**src/design/spectral_kalman_denoise_bin_macros.svh**
```systemverilog
// Assertion helpers used by the denoiser RTL.
`ifndef SPECTRAL_KALMAN_DENOISE_BIN_MACROS_SVH
`define SPECTRAL_KALMAN_DENOISE_BIN_MACROS_SVH

// Condition must hold on every rising clock edge out of reset.
`define SKD_ASSERT_ALWAYS(label, clk, rst_n, prop, msg) \
    label: assert property (@(posedge clk) disable iff (!rst_n) (prop)) else $error(msg);

// Consequent must hold in the same cycle as the antecedent.
`define SKD_ASSERT_IMPLIES(label, clk, rst_n, ante, cons, msg) \
    label: assert property (@(posedge clk) disable iff (!rst_n) (ante) |-> (cons)) \
        else $error(msg);

`endif

```
**src/design/skd_ram.sv**
```systemverilog
`default_nettype none
module skd_ram #(
    parameter int WIDTH = 8,
    parameter int DEPTH = 16
) (
    input  logic                     aclk,
    input  logic                     we,
    input  logic [$clog2(DEPTH)-1:0] waddr,
    input  logic [WIDTH-1:0]         wdata,
    input  logic                     re,
    input  logic [$clog2(DEPTH)-1:0] raddr,
    output logic [WIDTH-1:0]         rdata
);

    logic [WIDTH-1:0] mem_reg [DEPTH];
    logic [WIDTH-1:0] rdata_reg;

    always_ff @(posedge aclk) begin
        if (we) begin
            mem_reg[waddr] <= wdata;
        end
        if (re) begin
            rdata_reg <= mem_reg[raddr];
        end
    end

    assign rdata = rdata_reg;

endmodule
`default_nettype wire

```
**config.mk**
```make
export PLATFORM = sky130hd
export DESIGN_NAME = skd_ram
export DESIGN_NICKNAME = d
export VERILOG_FILES = /design/src/design/spectral_kalman_denoise_bin_macros.svh /design/src/design/skd_ram.sv
export SDC_FILE = /design/constraint.sdc
export NUM_CORES = 1
export LEC_CHECK = 0
export BUFFER_PORTS_ARGS = -buffer_cell sky130_fd_sc_hd__buf_2
export CORE_MARGIN = 4
export CORE_UTILIZATION = 50
export CTS_CLUSTER_SIZE = 30
export DETAILED_ROUTE_END_ITERATION = 10
export GPL_TIMING_DRIVEN = 0
export PLACE_DENSITY = 0.68
export SETUP_SLACK_MARGIN = 0.05
export SYNTH_ARGS = -nofsm -noshare
export SYNTH_HDL_FRONTEND = slang
export SYNTH_SLANG_ARGS = --single-unit
export TNS_END_PERCENT = 100
```
**constraint.sdc**
```tcl
create_clock -name aclk -period 2.1 [get_ports aclk]
set_input_delay 0.42 -clock aclk [delete_from_list [all_inputs] [get_ports aclk]]
set_output_delay 0.42 -clock aclk [all_outputs]
set_load 0.01 [all_outputs]
```
# Word level (Yosys, flattened, before mapping)
# Memories as Yosys holds them, arrays and structs flattened. A register that Yosys moved wholly into a read port is not among the register bits.
# Index checks and enable logic that the tools add are counted.
# Widths: inputs -> output; s select.
# word_totals
ram_bits	128
out_inout_bits	8
memories	1
wordCells	3
ff_bits	0
# op_classes
mux	2
# mem_list
name	depth	width	read_ports	rd_clocked_by_memory_dff	write_ports	line	text
mem_reg	16	8	1	1	1	skd_ram.sv:15	logic [WIDTH-1:0] mem_reg [DEPTH];
# ops
cell	count
$mux 1	2

# Logic depth before layout (Yosys ltp)
# depth
depth_word	2
mapped_depth	5

# Worst setup path before layout
# OpenSTA, ideal clock, no wires.
# synth_timing
path_type	in2reg
start	input waddr[2]
end	memory mem_reg[0][0] (enable)
path_slack_ps	187
setup_ps	383
t_required_ps	1717
path_buffers	0
arrival_time_ps	1530
stages	2
path_cell_list	or3b_2 > nor3_1
# synth_lines
item	line	text
from (decl)	skd_ram.sv:8	input logic [$clog2(DEPTH)-1:0] waddr,
to (decl)	skd_ram.sv:15	
# No word-level cell before the write port.

# Worst setup path in the final report
# layout_timing
start	input waddr[2]
end	memory mem_reg[0][6] (enable)
# No word-level cell before the write port.

==> impl_summary.log <==
INFO  metric grt_overflow_total = 0
INFO  metric fp-row-count = 37
INFO  metric final_min_period_over_clock_period = 0.889
INFO  metric initial_core_util = 0.511
INFO  metric rsz0062_at_grt = false
INFO  metric largest_net_degree_at_the_start_of_global_routing = 17
INFO  metric timing_max_transition_violations_final = 0
INFO  metric cts_tree = yes
INFO  metric grt_first_pass_wirelength = 14200 µm
INFO  metric worst_clock_skew = 0.0128 ns
INFO  metric die_y = 110 µm
INFO  metric final_period_minus_worst_setup_slack = 1.87 ns
INFO  metric drt_first_iter_violations = 187
INFO  metric clock_tree.root_cell = sky130_fd_sc_hd__clkbuf_8
INFO  metric dr_vias_cell = 5.62
INFO  metric max_cap_violations = 0
INFO  metric crit_path_end_kind = flop
INFO  metric wl_met1 = 4080 µm
INFO  metric final_nets = 292
INFO  metric clock_tree.htree_level_count = 4
INFO  metric numCtsBuffers = 17
INFO  metric timing.critical_path.slowest_cell_delay = 0.92 ns
INFO  metric maxClockFrequency = 536 MHz
INFO  metric synth_enable_flop_cells = 136
INFO  metric synth.largest_area_cell = sky130_fd_sc_hd__edfxtp_1
INFO  metric synth-seq-area-share = 0.781
INFO  metric post-route-drc-count = 0
INFO  metric placed_cells_incl_taps = 390
INFO  metric power-per-cell-area = 955 nW/µm²
INFO  metric io-pin-count = 27
INFO  metric first_global_vias = 2392
INFO  metric cp-start-kind = input pin
INFO  metric worst_ir_drop_vdd = 484 µV
INFO  metric crit_family = simple AND/OR/NAND/NOR gates
INFO  metric gpl.final_weighted_congestion = 0.735
INFO  metric hold_slack = 0.253 ns
INFO  metric antenna_violations_before_repair = 0
INFO  metric syn_to_final_growth = 14.6%
INFO  metric final_routed_wire_length_divided_by_cell_count = 22.7 µm
INFO  metric crit_buf_inv = 1
INFO  metric synth_top_flop_cell = sky130_fd_sc_hd__edfxtp_1
INFO  metric route.final.wire_length = 9570 µm
INFO  metric yosys-top-cells-count = sky130_fd_sc_hd__edfxtp_1, sky130_fd_sc_hd__mux4_2, sky130_fd_sc_hd__a22oi_1, sky130_fd_sc_hd__mux4_1, sky130_fd_sc_hd__nor2_1
INFO  metric clk_transition_reported_paths = 0.06 ns
INFO  metric slowest_stage = sky130_fd_sc_hd__nor3_1
INFO  metric num_vias = 2364
INFO  metric post_route_cells_drive_above_1_share = 0.260
INFO  metric chipWidth = 110 µm
INFO  metric grt.total_usage = 0.174
INFO  metric dr_wl_met3 = 525 µm
INFO  metric finalHoldViolCount = 0
INFO  metric min-delay-path-class = input pin to flop
INFO  metric clkSinkCount = 136
INFO  metric cts.hold.buffers_added = 0
INFO  metric clock_latency_late_sink = 0.52 ns
INFO  metric largest_register_ffs = 128
INFO  metric critical_path.cell_chain = buf_2, or3b_2, nor3_1
INFO  metric postCtsSetupRepairBufs = 0
INFO  metric outcome = finished, final reports clean
INFO  metric synthTopCellsByArea = sky130_fd_sc_hd__edfxtp_1, sky130_fd_sc_hd__mux4_2, sky130_fd_sc_hd__mux4_1
INFO  metric yosysWarnings = 0
INFO  metric worst_case_headroom_to_the_max_slew_limit = 0.0670
INFO  metric io_buffer_count = 25
INFO  metric setup_tns = 0 ns
INFO  metric num_antenna_cells = 0
INFO  metric power.static_leakage = 0.00198 µW
INFO  metric timing.critical_path.arrival = 1.99 ns
INFO  metric drtAntennaViolNets = 0
INFO  metric synthDominantCellAreaShare = 0.781
INFO  metric hpwlAfterDp = 6120 µm
INFO  metric drt_pre_antenna_iters = 5
INFO  metric netlist_instances = 229
INFO  metric synthMostInstantiatedCell = sky130_fd_sc_hd__edfxtp_1
INFO  metric cts_resized = 0
INFO  metric route.met2.wl = 4840 µm
INFO  metric die_area = 12200 µm²
INFO  metric synthesis.nets = 248
INFO  metric avgSynthCellArea = 22.8 µm²
INFO  metric critical_path_peak_fanout = 8
INFO  metric fp.coreArea = 10200 µm²
INFO  metric path_class = input pin to flop
INFO  metric synthDistinctLibCells = 18
INFO  metric clock_path_buffers = 2
INFO  metric max_slew.worst_pin.slew = 1.39 ns
INFO  metric synth-async-reset-ratio = 0
INFO  metric synth_seq_cells = 136
INFO  metric critical_path_required = 2.23 ns
INFO  metric highest-signal-layer = met4
INFO  metric final-setup-viol-count = 0
INFO  metric post_layout_nonfiller_instances = 421
INFO  metric layout.filler_cells = 732
INFO  metric synthesis.area = 5230 µm²
-- kinds of logic after synthesis --
family | after synthesis | synth area share
buffers and inverters | 10 | 0.0165
AO/OA/AOI/OAI | 16 | 0.0230
multiplexers | 32 | 0.148
flip-flops | 136 | 0.781
AND/OR/NAND/NOR | 35 | 0.0314
-- power by group --
part	leakage (µW)	total, µW	internal [µW]	switching [µW]
registers	0.00124	3070	3060	13.0
logic	0.000518	287	118	169
clock network	0.000231	2360	1410	945
total	0.00198	5720	4590	1130
-- metal layers --
metal  up-vias  global-route usage
met5         -                   0
met4         0              0.0589
met3         6              0.0617
met2        69               0.260
met1      1215               0.241
li1       1074                   -
-- path summary, 6_finish.rpt --
kind,cells after the start,slack [ns],start,endpoint
worst max register to register,3,0.57,mem_reg[5][3],rdata[3]
worst min register to register,3,0.75,mem_reg[11][1],rdata[1]
worst max-delay path,3,0.23,waddr[2],mem_reg[0][6]
worst min-delay path,1,0.25,re,rdata[1]
-- cells in the final DEF (no fill, tap or decap), types with 2 or more instances in the layout --
cell,count
sky130_fd_sc_hd__clkinv_1,4
sky130_fd_sc_hd__clkbuf_1,7
sky130_fd_sc_hd__nor2_1,13
sky130_fd_sc_hd__mux4_2,18
sky130_fd_sc_hd__a22oi_1,16
sky130_fd_sc_hd__nor3_1,4
sky130_fd_sc_hd__nand2b_1,2
sky130_fd_sc_hd__clkbuf_16,16
sky130_fd_sc_hd__mux4_1,14
sky130_fd_sc_hd__clkinv_2,3
sky130_fd_sc_hd__buf_2,28
sky130_fd_sc_hd__edfxtp_1,136
sky130_fd_sc_hd__nand2_1,9
sky130_fd_sc_hd__nand3b_1,2
sky130_fd_sc_hd__clkdlybuf4s25_2,3
sky130_fd_sc_hd__buf_6,3
-- area by class of cell --
type	instances	area [µm²]	area share
clock buffers	24	440	0.0735
flip-flops and latches	136	4080	0.681
well taps	136	170	0.0284
clock inverters	7	30.0	0.00501
multi-input cells	83	1060	0.176
plain buffers	10	86.3	0.0144
repair buffers	25	125	0.0209
-- worst register-to-register path, delay by kind of cell (launching register included) --
kind	cells	cell delay (ns)
multiplexers	1	0.56
AND/OR/NAND/NOR	1	0.10
AO/OA/AOI/OAI	1	0.28
flip-flops	1	0.35
-- stage by stage --
step	utilization	setup WS [ns]	total power, µW	cell area [µm²]
after CTS	0.586	0.229	5760	5990
after global placement	0.540	-0.332	3410	5520
final	0.586	0.234	5720	5990
after global routing	0.586	0.0849	5930	5990
after detailed placement	0.540	-0.313	3420	5520
after floorplan	-	0.187	3290	5230
(Power assumes the default switching activity.)
